===== config.mk =====
export PLATFORM = sky130hd
export DESIGN_NAME = rfcc_front
export DESIGN_NICKNAME = d
export VERILOG_FILES = /design/src/sv/rfcc_pkg.sv /design/src/sv/rfcc_front.sv
export VERILOG_INCLUDE_DIRS = /design/src /design/src/sv
export SDC_FILE = /design/constraint.sdc
export NUM_CORES = 1
export LEC_CHECK = 0
export BUFFER_PORTS_ARGS = -buffer_cell sky130_fd_sc_hd__buf_4
export CORE_ASPECT_RATIO = 1.2
export CORE_MARGIN = 2
export CORE_UTILIZATION = 56
export CTS_CLUSTER_DIAMETER = 200
export DETAILED_ROUTE_END_ITERATION = 6
export PLACE_DENSITY = 0.8
export SLEW_MARGIN = 10
export SYNTH_ARGS = -nofsm -noshare
export SYNTH_HDL_FRONTEND = slang
export SYNTH_SLANG_ARGS = --single-unit

===== constraint.sdc =====
create_clock -name clk -period 2.4 [get_ports clk]
set_input_delay 0.36 -clock clk [delete_from_list [all_inputs] [get_ports clk]]
set_output_delay 0.36 -clock clk [all_outputs]
set_load 0.02 [all_outputs]

===== src/sv/response_frame_crc_checker_macros.svh =====
// Assertion macros for the response frame CRC checker.
// Used by the parser and the result queue; no other dependencies.
`ifndef RESPONSE_FRAME_CRC_CHECKER_MACROS_SVH
`define RESPONSE_FRAME_CRC_CHECKER_MACROS_SVH
`ifndef SYNTHESIS
`define RFCC_ASSERT(label, clk, rst, prop) \
  label: assert property (@(posedge clk) disable iff (rst) (prop)) \
    else $error("rfcc assertion failed");
`define RFCC_ASSERT_NEXT(label, clk, rst, cond, prop) \
  label: assert property (@(posedge clk) disable iff (rst) (cond) |=> (prop)) \
    else $error("rfcc assertion failed");
`else
`define RFCC_ASSERT(label, clk, rst, prop)
`define RFCC_ASSERT_NEXT(label, clk, rst, cond, prop)
`endif
`endif


===== src/sv/rfcc_pkg.sv =====
// Shared types, constants and the CRC-16/MODBUS byte update for the checker.
// No dependencies.
package rfcc_pkg;

  localparam logic [7:0]  MAX_FRAME_DATA = 8'd128;
  localparam logic [15:0] CRC_INIT       = 16'hFFFF;
  localparam logic [15:0] CRC_POLY       = 16'hA001;

  typedef enum logic [1:0] {
    ST_OK       = 2'd0,
    ST_CRC_ERR  = 2'd1,
    ST_SHORT    = 2'd2,
    ST_TRUNC    = 2'd3
  } rfcc_status_t;

  // Packed lowest field last: frame_done sits at bit 0.
  typedef struct packed {
    logic         ready_flag;
    logic         fault_flag;
    rfcc_status_t buffer_status;
    logic [15:0]  crc_received;
    logic [15:0]  crc_computed;
    logic [15:0]  register_address;
    logic [7:0]   device_address;
    logic [7:0]   data_length;
    logic         frame_crc_ok;
    logic         frame_done;
  } rfcc_payload_t;

  typedef struct packed {
    logic          buffer_end;
    rfcc_payload_t payload;
  } rfcc_result_t;

  function automatic logic [15:0] rfcc_crc_byte(input logic [15:0] crc_in,
                                                input logic [7:0]  data);
    logic [15:0] c;
    c = crc_in ^ {8'h00, data};
    for (int i = 0; i < 8; i++) begin
      c = c[0] ? ((c >> 1) ^ CRC_POLY) : (c >> 1);
    end
    return c;
  endfunction

endpackage


===== src/sv/rfcc_front.sv =====
// Frame parser: tracks frame phase, CRC and buffer status per received word.
// Depends on rfcc_pkg and the assertion macros header.
`include "response_frame_crc_checker_macros.svh"
module rfcc_front import rfcc_pkg::*; #(
  parameter int MIN_BUFFER_BYTES = 6
) (
  input  logic         clk,
  input  logic         rst,
  input  logic         accept,
  input  logic [7:0]   rx_byte,
  input  logic         buffer_last,
  output logic         push,
  output rfcc_result_t result
);

  localparam int CNT_W = $clog2(MIN_BUFFER_BYTES + 1);
  localparam logic [CNT_W-1:0] CNT_MAX = CNT_W'(MIN_BUFFER_BYTES);

  typedef enum logic [2:0] {
    PH_HEADER, PH_DEVICE, PH_REG_HI, PH_REG_LO, PH_DATA, PH_CRC_LO, PH_CRC_HI
  } phase_t;

  phase_t           phase, phase_next;
  logic [7:0]       data_rem, data_rem_next;
  logic [7:0]       frame_len, frame_len_next;
  logic [15:0]      crc, crc_next;
  logic [7:0]       crc_lo, crc_lo_next;
  logic [7:0]       held_dev, held_dev_next;
  logic [15:0]      held_reg, held_reg_next;
  logic [CNT_W-1:0] byte_cnt, byte_cnt_next;
  logic             discarding, discarding_next;
  logic             fault, fault_next;
  logic             ready, ready_next;

  logic [15:0] crc_upd;
  logic [7:0]  len_raw;
  logic [15:0] rx_crc;
  logic        closed;
  logic        ok;

  assign crc_upd = rfcc_crc_byte((phase == PH_HEADER) ? CRC_INIT : crc, rx_byte);
  assign len_raw = {1'b0, rx_byte[6:0]} + 8'd1;
  assign rx_crc  = {rx_byte, crc_lo};

  always_comb begin
    phase_next      = phase;
    data_rem_next   = data_rem;
    frame_len_next  = frame_len;
    crc_next        = crc;
    crc_lo_next     = crc_lo;
    held_dev_next   = held_dev;
    held_reg_next   = held_reg;
    byte_cnt_next   = byte_cnt;
    discarding_next = discarding;
    fault_next      = fault;
    ready_next      = ready;
    closed          = 1'b0;
    ok              = 1'b0;
    result          = '0;

    if (accept) begin
      if (byte_cnt == '0) begin
        ready_next = 1'b0;
      end
      if (byte_cnt < CNT_MAX) begin
        byte_cnt_next = byte_cnt + 1'b1;
      end

      if (!discarding) begin
        case (phase)
          PH_HEADER: begin
            frame_len_next = (len_raw > MAX_FRAME_DATA) ? MAX_FRAME_DATA : len_raw;
            data_rem_next  = (len_raw > MAX_FRAME_DATA) ? MAX_FRAME_DATA : len_raw;
            crc_next       = crc_upd;
            phase_next     = PH_DEVICE;
          end
          PH_DEVICE: begin
            held_dev_next = rx_byte;
            crc_next      = crc_upd;
            phase_next    = PH_REG_HI;
          end
          PH_REG_HI: begin
            held_reg_next = {rx_byte, 8'h00};
            crc_next      = crc_upd;
            phase_next    = PH_REG_LO;
          end
          PH_REG_LO: begin
            held_reg_next = {held_reg[15:8], rx_byte};
            crc_next      = crc_upd;
            phase_next    = PH_DATA;
          end
          PH_DATA: begin
            crc_next = crc_upd;
            if (data_rem != '0) begin
              data_rem_next = data_rem - 8'd1;
            end
            if (data_rem_next == '0) begin
              phase_next = PH_CRC_LO;
            end
          end
          PH_CRC_LO: begin
            crc_lo_next = rx_byte;
            phase_next  = PH_CRC_HI;
          end
          default: begin
            closed = 1'b1;
            ok     = (rx_crc == crc);
            if (!ok) begin
              fault_next      = 1'b1;
              discarding_next = 1'b1;
            end
            phase_next = PH_HEADER;
          end
        endcase
      end

      if (closed) begin
        result.payload.frame_done       = 1'b1;
        result.payload.frame_crc_ok     = ok;
        result.payload.data_length      = frame_len;
        result.payload.device_address   = held_dev;
        result.payload.register_address = held_reg;
        result.payload.crc_computed     = crc;
        result.payload.crc_received     = rx_crc;
      end

      if (buffer_last) begin
        if (byte_cnt_next < CNT_MAX) begin
          result.payload.buffer_status = ST_SHORT;
        end else if (discarding_next) begin
          result.payload.buffer_status = ST_CRC_ERR;
        end else if (phase_next != PH_HEADER) begin
          result.payload.buffer_status = ST_TRUNC;
          fault_next = 1'b1;
        end else begin
          result.payload.buffer_status = ST_OK;
          fault_next = 1'b0;
          ready_next = 1'b1;
        end
        result.buffer_end = 1'b1;
        phase_next      = PH_HEADER;
        data_rem_next   = '0;
        frame_len_next  = '0;
        crc_next        = CRC_INIT;
        crc_lo_next     = '0;
        held_dev_next   = '0;
        held_reg_next   = '0;
        byte_cnt_next   = '0;
        discarding_next = 1'b0;
      end

      result.payload.fault_flag = fault_next;
      result.payload.ready_flag = ready_next;
    end
  end

  assign push = accept && (closed || buffer_last);

  always_ff @(posedge clk) begin
    if (rst) begin
      phase      <= PH_HEADER;
      data_rem   <= '0;
      frame_len  <= '0;
      crc        <= CRC_INIT;
      crc_lo     <= '0;
      held_dev   <= '0;
      held_reg   <= '0;
      byte_cnt   <= '0;
      discarding <= 1'b0;
      fault      <= 1'b0;
      ready      <= 1'b0;
    end else begin
      phase      <= phase_next;
      data_rem   <= data_rem_next;
      frame_len  <= frame_len_next;
      crc        <= crc_next;
      crc_lo     <= crc_lo_next;
      held_dev   <= held_dev_next;
      held_reg   <= held_reg_next;
      byte_cnt   <= byte_cnt_next;
      discarding <= discarding_next;
      fault      <= fault_next;
      ready      <= ready_next;
    end
  end

  `RFCC_ASSERT(a_cnt_sat, clk, rst, byte_cnt <= CNT_MAX)
  `RFCC_ASSERT(a_ok_end_ready, clk, rst,
    !(push && result.buffer_end && result.payload.buffer_status == ST_OK) ||
    (result.payload.ready_flag && !result.payload.fault_flag))
  `RFCC_ASSERT_NEXT(a_mismatch_fault, clk, rst,
    push && result.payload.frame_done && !result.payload.frame_crc_ok, fault)

endmodule


==> results.md, run 1 <==
Route:
- The number of iterations in the first detailed-routing pass is 7.
- The total length of routed wires is 12.9 mm.
- After detailed routing, the average wire length per cell comes to 16.5 um.
- Detailed routing inserted a total of 4606 vias.
- In the routed design, unresolved DRC markers number 3.
- Once detail routing completed, the nets flagged for antenna violations numbered 0.
- After the first detailed-routing iteration, the DRC count stood at slightly above 400.
- The via density per instance is 5.91.

Global routing:
- The via count of the first global-routing pass came to 4209.
- Entering global routing, the biggest net connects 51 pins.
- The global routing met2 resource utilization is roughly half.
- For this run, global-route usage on met3 was measured as roughly 4.8%.
- The met1 routing resource usage after global routing is 36.5%.
- The number of antenna violations at the first check in global routing is 0.
- The global-route wire length before repair is 20.5 mm.
- Across every metal layer, demand over resource in global routing totals 29.3%.
- The routing layer with the top usage in global route is met2.
- After global routing the overflow that remains totals 0.

Logic synthesis:
- Counting flops with a built-in enable in the synthesized netlist gives 0.
- Of all flip-flops after synthesis, the portion carrying an async set or reset was 0%.
- The count of cell types in the netlist is 49.
- After synthesis, the cell types taking the most area are dfxtp_1 32%, and2_1 9.0%, nor2_1 7.7%.
- The leading register cell type out of synthesis is dfxtp_1.
- The fraction of post-synthesis cell area in the top cell type by area is 32.4%.
- The number of nets in the synthesized netlist is between 600 and 700.
- A synthesized cell averages ~7.4 um^2.
- The largest total area in the synthesized netlist belongs to dfxtp_1.
- The Yosys step of the flow raised 0 warnings.
- Summing the sequential cell areas from Yosys gives 32.4% of the chip area.
- The synthesized area is 4510 um^2.
- Synthesis produced a netlist whose cell count is 609.
- The flip-flop and latch count after synthesis is 73.

CTS:
- After clock tree synthesis, the clock-pin slew on the worst setup and hold paths is 80 ps.
- Clock tree synthesis selected as its root buffer the cell clkbuf_8.
- The number of levels the H-tree was split into is 3.
- The TritonCTS clock tree is built.
- The clock passes through at most 2 buffers.
- The number of sinks driven by the clock tree is 73.
- Clock tree synthesis inserted a total of 9 buffers.
- For the worst-skew pair, the clock arrives at the later sink with an insertion delay of between 300 and 400 ps.

STA:
- The final hold violation count was 0.
- The least setup slack across all paths after layout is -74.7 ps.
- The final worst-path cycle share is 103%.
- In this run the tightest slew margin relative to its limit is approximately three fifths.
- For this run, the top clock speed supported by timing is about 0.40 GHz.
- Setup repair after global routing could not meet its margin everywhere.
- The worst clock skew is 14.6 ps.
- The final setup violation count is 4.
- The total negative setup slack is -134 ps.
- The max-slew violation count is 0.
- The slew at the pin closest to its max-slew limit is 596 ps.
- The tightest hold path in the finished design has a slack of 314 ps.
- The final critical delay including setup and external delays is about 2500 ps.

Outcome:
- The run finished, with violations left.
- The checks that failed: design-rule violations, negative setup slack.

Floorplan:
- In this run the count of I/O pins placed on the die edge is 84.
- The width of the die is 85.9 um.
- In this run the vertical extent of the chip is 102 um.
- The initial cell density of the core is between 50% and 60%.
- The core region area is 7750 um^2.
- Row generation in the floorplan step produced 35 rows.
- The floorplan step defined a die boundary enclosing between 8000 and 9000 um^2.

Worst setup path:
- The data required time of the critical path is approximately 2000 ps.
- The kind of end point of the critical path is an output pin.
- Counting cells, the worst reg-to-reg path comes to 6.
- The data arrival time at the worst-slack endpoint is 2110 ps.
- The critical path launch point type is a flop.
- The classification of the worst setup path is reg2out.
- The critical-path maximum fanout is 3.

Cells and area:
- 0 antenna diodes ended up in the layout.
- The share of layout cells above drive strength 1 is between 20% and 30%.
- The number of nets at the end of the flow is approximately 700.
- Counting the fill cells in the layout gives 656.
- Excluding fillers, the count of instances in the completed layout stands at 780.
- The relative area change from synthesis to final layout is 23.3%.

Worst hold path:
- The path class of the tightest hold or removal check is in2reg.
- Counting instances, the worst hold path has a depth of 2.

Run:
- The count of max-cap constraint violations is 0.

Power:
- The power per cell area is 478 nW/um^2.
- The maximum vdd ir drop is roughly 0.00031 V.
- The leakage power summed over all cells is 0.00226 uW.

Placed design:
- In this run the tool buffered the top-level ports with 83 buffer cells.
- The HPWL reported at the end of detailed placement is 9.20 mm.
- At the end of routability-driven placement, the weighted congestion stood at 0.922.
- The count of placed standard cells including taps is 760.
worst max-delay path: stages (launching register included):
cell	delay [ps]
dfxtp_2	330
xor2_1	160
nor4_2	330
nand4_1	220
buf_4	210
o311a_1	360
buf_6	140
cell families after synthesis:
logic type	after synthesis	synth area share, %
adder cells (fa/ha/maj)	4	1.11
XOR/XNOR	50	10.8
AO/OA/AOI/OAI	130	17.8
multiplexers	2	0.444
flip-flops	73	32.4
AND/OR/NAND/NOR	286	32.1
buffers and inverters	64	5.36
synthesized netlist by cell type, drive strengths merged, types with 3 or more instances:
master and n:
a21oi 43, a22oi 7, a31oi 17, and2 65, buf 4, clkbuf 46
dfxtp 73, ha 4, inv 14, nand2 39, nand2b 13, nand3 10
nand3b 9, nand4 3, nor2 92, nor2b 4, nor3 26, nor4 14
o211ai 4, o21a 3, o21ai 33, o22ai 4, o31ai 4, or3 4
xnor2 21, xnor3 3, xor2 26
layer usage:
metal / vias up / part of all wire (%)
met5: - / 0
met4: 0 / 4.4
met3: 49 / 6.3
met2: 180 / 49
met1: 2157 / 41
li1: 2220 / -
layout by cell type, fill, tap and decap left out, types with 7 or more instances in the layout:
master / n
a21oi_1: 41
a22oi_1: 7
a31oi_1: 17
and2_1: 65
buf_4: 111
clkbuf_8: 9
dfxtp_1: 62
dfxtp_2: 9
inv_1: 12
nand2_1: 38
nand2b_1: 13
nand3_1: 9
nand3b_1: 9
nor2_1: 91
nor3_1: 26
nor4_1: 10
o21ai_0: 29
xnor2_1: 20
xor2_1: 26
report_power, final:
part           total, uW  leakage, uW  internal [uW]  switching [uW]
sequential          1290     0.000592           1250            40.3
clock                868    0.0000827            377             491
combinational        500      0.00159            201             299
total               2650      0.00226           1820             830
metrics by stage:
step                      power, uW  utilization [%]  area (um^2)  setup WS, ps
after global placement         1780             67.9         5270           159
after detailed placement       1790             67.9         5270           148
after global routing           2770             71.7         5560          -138
after floorplan                1660                -         4510           183
final                          2650             71.7         5560         -74.7
after CTS                      2650             70.7         5480         -52.0
timing repair:
item                                    4_1_cts  5_1_grt
pin swaps                                     5        8
hold buffers                                  0        0
gates resized for setup                      15       14
hold endpoints to repair                      0        0
endpoints found under the setup margin        4       67
setup buffers                                 1        3
final timing paths:
path / from / to / slack [ps]
worst min register to register: frame_len[1] / frame_len[1] / 450
worst max register to register: phase[1] / crc[0] / 210
worst max-delay path: crc[13] / result[66] / -70
worst min-delay path: rst / crc_lo[1] / 310
final cells by class:
type                            instances  area (um^2)  share of cell area (%)
Multi-Input combinational cell        472         2870                    51.7
Sequential cell                        73         1480                    26.6
Timing Repair Buffer                  113          865                    15.6
Clock buffer                           10          128                    2.30
Tap cell                               92          115                    2.07
Inverter                               14         52.6                   0.946
Clock inverter                          6         42.5                   0.766
Note: power is estimated with default switching activity, not from simulation.
==> inputs of run 2 (changes only) <==
--- a/config.mk
+++ b/config.mk
@@ -12,6 +12,9 @@
 export CORE_UTILIZATION = 56
 export CTS_CLUSTER_DIAMETER = 200
 export DETAILED_ROUTE_END_ITERATION = 6
+export GPL_ROUTABILITY_DRIVEN = 0
+export GPL_TIMING_DRIVEN = 0
+export MAX_ROUTING_LAYER = met4
 export PLACE_DENSITY = 0.8
 export SLEW_MARGIN = 10
 export SYNTH_ARGS = -nofsm -noshare
==> results.md, run 2 (same netlist as run 1, synthesis figures left out) <==
Outcome:
- The flow ran to the end, but the final reports show violations.
- The checks that failed: design-rule violations, negative setup slack.

Route:
- The number of iterations in the first detailed-routing pass is 7.
- For this block, the initial DRC count from the detailed router was 514.
- Dividing the detail-routed via count by the number of cells gives 6.02.
- The final routed DRC violation total is 3.
- The post-route antenna net violation count is 0.
- After detailed routing, the total wire length is 13.7 mm.
- In the final routed layout, each cell accounts on average for about 17 um.
- Across all layers, the routed design uses 4797 vias.

CTS:
- The clock-pin slew on the worst setup and hold paths is 80 ps.
- The quantity of hold-fixing buffers added after cts is 0.
- The tree is rooted in a clkbuf_8.
- The clock buffer count from CTS is 9.
- The clock network latency to the later pin of the worst-skew pair is between 300 and 400 ps.
- The tree built by TritonCTS fans out to 73 sinks.
- The TritonCTS clock tree is built.
- The buffer levels on the longest clock path is 2.
- In this run the number of H-tree levels came out at 3.

Worst setup path:
- Data arrives at the worst endpoint at between 2000 and 2500 ps.
- The critical path goes through inv_1, ha_1, nand2b_1, a21oi_2, or2_2, nand3_1, a21o_1, a21oi_2, buf_4.
- For the worst setup path, the data required time is 2040 ps.
- STA classifies the critical path endpoint as an output pin.
- The critical-path cell with the highest stage delay is dfxtp_2.
- The critical-path maximum fanout is 4.
- The most frequent cell on the critical path is a21oi_2.
- The worst setup path is of the reg2out kind.
- The critical path launch point type is a flop.
- The setup slack of the worst register-to-register path is 150 ps.
- The highest cell delay on the worst timing path is 360 ps.

Global routing:
- Entering global routing, the biggest net connects 14 pins.
- The via count of the first global-routing pass came to 4509.
- The number of antenna violations at the first check in global routing was 0.
- The first global-routing pass estimated 21.8 mm of wire.
- After global routing the overflow that remains totals 0.
- The overall global routing resource usage is 32.6%.

STA:
- The worst pin sits at a relative slew slack of a little over half.
- After layout, the worst setup slack is -202 ps.
- In the final timing run, aggregate negative setup slack is -506 ps.
- The final worst-path cycle share is 108%.
- Setup violations remaining at the end of the flow were counted as 4.
- The final critical delay including setup and external delays is between 2000 and 3000 ps.
- Based on the critical path, the design can be clocked at up to 0.384 GHz.
- The slew at the pin closest to its max-slew limit is 698 ps.
- Setup repair after global routing could not meet its margin everywhere.
- The final hold violation count came to 0.
- The max-slew violation count is 0.
- Between clock sinks in the finished design, the worst skew comes to 15.4 ps.

Cells and area:
- The relative area change from synthesis to final layout is 24.4%.
- The final antenna diode count is 0.
- In the final layout, flip-flops and latches occupy 1470 um^2.
- The count of cells in the finished layout, fillers not included, comes to 797.
- The footprint of the multi-input gates is approximately 2900 um^2.
- Counting the fill cells in the layout gives 628.
- The number of nets at the end of the flow is around 720.
- The final core area utilization is between 70% and 80%.
- In the layout the commonest cells are 91 x nor2_1, 83 x buf_4, 65 x and2_1.
- Leaving out fill and tap cells, the most frequent cell in the layout is nor2_1.
- The share of layout cells above drive strength 1 is 20.1%.

Floorplan:
- The core region area is roughly 7800 um^2.
- The initial cell density of the core is 58.1%.
- The vertical die dimension is 102 um.
- The die covers approximately 8800 um^2.
- The number of placement rows is 35.
- Measured along the x axis, the die boundary spans approximately 86 um.
- For this design the top-level I/O count stands at 84.

Power:
- The power per cell area is 532 nW/um^2.
- The maximum vdd ir drop is 0.000302 V.
- In this run the static leakage power is ~0.0023 uW.

Placed design:
- Input and output buffers added on the ports amount to 77.
- After legalization and detailed placement, the total HPWL measured 9.73 mm.
- Once placement completed, the tool counted placed cells totaling 778.

Run:
- The count of max-cap constraint violations is 0.

Worst hold path:
- The type of the worst min-delay path is in2reg.
-- run 2: metal layers --
metal	vias to the layer above	wire length [um]	global-route usage (%)
met2	262	6670	53.1
met1	2212	5100	37.3
met5	-	0	-
met4	0	759	19.5
li1	2258	-	-
met3	65	1180	5.82
-- run 2: timing repair --
item	in CTS	in global routing
cloned	1	0
setup endpoints to repair	67	51
resized for setup	30	18
buffers inserted	4	4
pin swaps	6	7
-- run 2: path summary, 6_finish.rpt --
check                   start     endpoint  depth (start not counted)
setup / recovery  byte_cnt[1]   result[68]                          9
hold / removal            rst       crc[5]                          3
setup reg to reg     phase[2]       crc[0]                          6
hold reg to reg   held_reg[9]  held_reg[9]                          2
-- run 2: metrics by stage --
stage | hold WS [ps] | area, um^2 | worst slack, ps | power, uW
after floorplan | 427 | 4510 | 183 | 1660
after global placement | 435 | 5200 | -391 | 1770
after detailed placement | 440 | 5200 | -481 | 1780
after CTS | 404 | 5530 | -132 | 2960
after global routing | 436 | 5610 | -324 | 3080
final | 418 | 5610 | -202 | 2980
-- run 2: power by group --
| part | total (uW) | internal (uW) | switching (uW) |
|---|---|---|---|
| Sequential | 1280 | 1250 | 32.8 |
| Clock | 1200 | 694 | 503 |
| Combinational | 505 | 187 | 318 |
| Total | 2980 | 2130 | 853 |
-- run 2: worst max-delay path, delay by kind of cell (launching register included) --
family,cells,cell delay [ps]
flops,1,360
buf+inv,2,260
compound gates,3,560
simple gates,3,380
fa+ha+maj,1,340
-- run 2: cell type report --
class / count / share of cell area, %
inverter: 14 / 0.937
timing repair buffer: 84 / 11.4
tap: 92 / 2.05
clock inverter: 6 / 2.03
buffer: 45 / 3.48
multi-input combinational: 473 / 51.6
sequential: 73 / 26.3
clock buffer: 10 / 2.28
==> inputs of run 3 (changes only) <==
--- a/config.mk
+++ b/config.mk
@@ -6,7 +6,9 @@
 export SDC_FILE = /design/constraint.sdc
 export NUM_CORES = 1
 export LEC_CHECK = 0
+export ABC_AREA = 1
 export BUFFER_PORTS_ARGS = -buffer_cell sky130_fd_sc_hd__buf_4
+export CAP_MARGIN = 10
 export CORE_ASPECT_RATIO = 1.2
 export CORE_MARGIN = 2
 export CORE_UTILIZATION = 56
==> results.md, run 3 <==
Outcome:
- The flow ran to the end, but the final reports show violations.
- The checks that failed: design-rule violations, negative setup slack.

Logic synthesis:
- The cell count after synthesis is 736.
- The most common cell in the synthesized netlist is nand2_1.
- Of the post-synthesis cell area, the dominant cell type holds around a third.
- The net count after synthesis is roughly 750.
- The synthesized area is 4480 um^2.
- The Yosys step of the flow raised 0 warnings.
- The post-synthesis cell type with the largest combined area is dfxtp_1.
- The number of enable flip-flop cells after synthesis is 0.
- Ranked by total cell area, the synthesized netlist is headed by dfxtp_1 33%, nand2_1 19%, nor2_1 9.9%.
- The average cell area after synthesis is 6.09 um^2.
- The flip-flop and latch count after synthesis is 73.
- The leading register cell type out of synthesis is dfxtp_1.
- The number of different library cells used by synthesis comes to 37.
- The commonest cells after synthesis are 222 x nand2_1, 118 x nor2_1, 76 x a21oi_1, 73 x dfxtp_1, 72 x inv_1.
- After synthesis, the share of flip-flops with an asynchronous set or reset is 0%.
- The sequential element share of the synthesized area is 32.6%.

STA:
- Headroom to the max-slew limit came out at 53.3%.
- The slew at the pin closest to its max-slew limit is 701 ps.
- Setup repair after global routing could not meet its margin everywhere.
- The max-slew violation count was 0.
- The final hold violation count was 0.
- The worst clock skew is 10.6 ps.
- Of the available clock period, the critical path in the final layout requires 115%.
- The tightest hold margin is 364 ps.
- The least setup slack across all paths after layout is -362 ps.
- Timing would allow up to between 0.3 and 0.4 GHz.
- The final setup violation count is 6.
- The smallest clock period supported by the final layout is computed as 2760 ps.

CTS:
- The clock passes through at most 2 buffers.
- The quantity of hold-fixing buffers added after cts is 0.
- Clock tree synthesis inserted a total of 9 buffers.
- The later pin in the worst-skew pair is clocked with a latency of between 300 and 400 ps.
- The clock-pin slew on the worst setup and hold paths is approximately 80 ps.
- The clock root buffer is clkbuf_8.
- The TritonCTS clock tree is built.
- The clock drives 73 sinks.
- The number of levels the H-tree was split into is 3.

Power:
- VDD sags by at most 0.000380 V.
- The leakage power summed over all cells is 0.00263 uW.
- The overall power after layout is ~2900 uW.
- Combinational logic burns 20.3% of the power.
- The power spent charging and discharging nets is 928 uW.
- The net switching fraction of the power is 32.4%.
- Dividing total power by cell area gives a power density of 506 nW/um^2.
- The share of power burned in the clock network is 34.6%.
- The internal power is just under 2000 uW.
- The register share of total power is 45.2%.

Floorplan:
- From bottom edge to top edge, the die measures 102 um.
- Once the floorplan was initialized, standard cells occupied 58.1% of the core.
- The top-level I/O count is 84.
- The core region area is just under 8000 um^2.
- The floorplan step defined a die boundary enclosing about 8700 um^2.
- From left edge to right edge, the die measures 85.7 um.
- The initialized floorplan defines 35 standard-cell rows.

Route:
- The number of DRC violations after detailed-routing iteration 0 is 452.
- The first detailed-routing pass ran for 7 iterations.
- The post-route antenna net violation count is 0.
- The final route contains 5221 vias.
- Dividing the detail-routed via count by the number of cells gives 5.57.
- Summed over all layers, the routed wires come to 14.4 mm.
- In the final routed layout, each cell accounts on average for 15.4 um.
- The final routed DRC violation total is 1.

Placed design:
- Once detailed placement completed, the half-perimeter wirelength came to 10.5 mm.
- The worst setup slack before clock tree synthesis is -243 ps.
- During placement, the flow inserted port buffers numbering just under 80.

Worst setup path:
- STA classifies the critical path endpoint as an output pin.
- The worst reg2reg path depth is 19.
- The capturing point of the worst reg2reg path is phase[0].
- The startpoint of the worst register-to-register path is data_rem[0].
- The worst setup path is launched from a flop.
- The worst setup path is of the reg2out kind.
- Along the worst path, the maximum fanout reaches 3.
- In this run the register-to-register setup slack is 60 ps.
- The critical path launch point is data_rem[0].
- The capture point of the critical path is result[67].
- At the worst endpoint, the arrival time is roughly 2400 ps.
- STA puts the critical path data required time at between 2000 and 2500 ps.

Run:
- Max-cap violations in this run came to 0.

Cells and area:
- The final core area utilization is 73.3%.
- The share of layout cells above drive strength 1 is 20.5%.
- Compared with the post-synthesis result, the final layout area differs by 26.1%.
- The number of nets at the end of the flow is 856.
- The repair_antennas step left the layout with diodes totalling 0.
- The leading cell type in the layout, fill and taps excluded is nand2_1.
- The top cell types in the final layout, fill and taps aside, are 215 x nand2_1, 112 x nor2_1, 90 x buf_4.

Global routing:
- The via count of the first global-routing pass is roughly 4800.
- The number of antenna violations at the first check in global routing is 0.
- The global-route wire length before repair is 22.9 mm.
- Entering global routing, the biggest net connects 14 pins.
- Across every metal layer, demand over resource in global routing totals 34.2%.
- The residual overflow from global routing is 0.

Worst hold path:
- The type of the worst min-delay path is in2reg.
-- run 3: changes by cell type in the layout (fill, tap and decap cells not counted), moves of 19 or more --
cell / previous run / this run
and2_1: 65 / 0
inv_1: 14 / 67
nor2_1: 91 / 112
a21oi_1: 40 / 73
nand3_1: 9 / 42
clkbuf_1: 32 / 13
nand2_1: 38 / 215
-- run 3: area by class of cell --
type | instances | area, um^2
buffer | 28 | 125
clock buffer | 10 | 128
clock inverter | 6 | 67.6
fill | 676 | 2060
inverter | 77 | 294
multi-input combinational | 557 | 2730
sequential | 73 | 1470
tap | 92 | 115
timing repair buffer | 94 | 721
-- run 3: worst max-delay path, stage by stage, from the launching register on --
cell and delay, ps:
dfxtp_4 370, inv_4 60, ha_4 140, nand2_4 50, nor2_4 100, buf_4 120
buf_4 90, nor2_2 30, o21ai_2 200, nand3_1 100, nor2_1 100, nand2_1 90
nand2_2 110, nand2_4 60, nand2_4 70, nand2_2 60, a21oi_2 150, buf_6 140
-- run 3: power by group through the flow --
stage	registers (uW)	logic [uW]	clock network, uW
6_report	1290	580	989
5_1_grt	1300	630	1050
3_3_place_gp	1320	466	0
3_5_place_dp	1320	477	0
2_1_floorplan	1310	355	0
4_1_cts	1290	547	989
-- run 3: worst min path at each step --
stage / startpoint / end / slack, ps / cells past startpoint
2_1_floorplan: held_dev[7] / held_dev[7] / 440 / 2
3_3_place_gp: held_dev[0] / held_dev[0] / 450 / 2
3_5_place_dp: held_dev[6] / held_dev[6] / 450 / 2
4_1_cts: accept / byte_cnt[0] / 360 / 3
5_1_grt: accept / byte_cnt[0] / 380 / 3
6_report: accept / byte_cnt[0] / 360 / 3
-- run 3: kinds of logic (layout without fill, tap and decap cells) --
kind of cell	Yosys count	in the layout	synth area share (%)
adder cells (fa/ha/maj)	4	4	1.12
buffers and inverters	106	215	9.16
flip-flops	73	73	32.6
AO/OA/AOI/OAI	116	116	14.4
AND/OR/NAND/NOR	411	411	37.3
XOR/XNOR	26	26	5.42
-- run 3: what timing repair did --
| action | in CTS | in global routing |
|---|---|---|
| setup endpoints to repair | 64 | 78 |
| gates resized for setup | 28 | 33 |
| pin swaps | 15 | 11 |
| setup buffers | 18 | 1 |
-- run 3: through the flow --
step	instance area, um^2	TNS [ps]	instances
after floorplan	4480	0	736
after global placement	5190	-498	907
after detailed placement	5190	-691	907
after CTS	5600	-10890	941
after global routing	5650	-3990	937
final	5650	-1330	937
-- run 3: layer usage --
| metal | global-route usage, % | wire length (um) |
|---|---|---|
| met1 | 39.3 | 5670 |
| met3 | 7.51 | 1200 |
| met2 | 55.5 | 6850 |
| met4 | 18.9 | 726 |
| met5 | - | 0 |
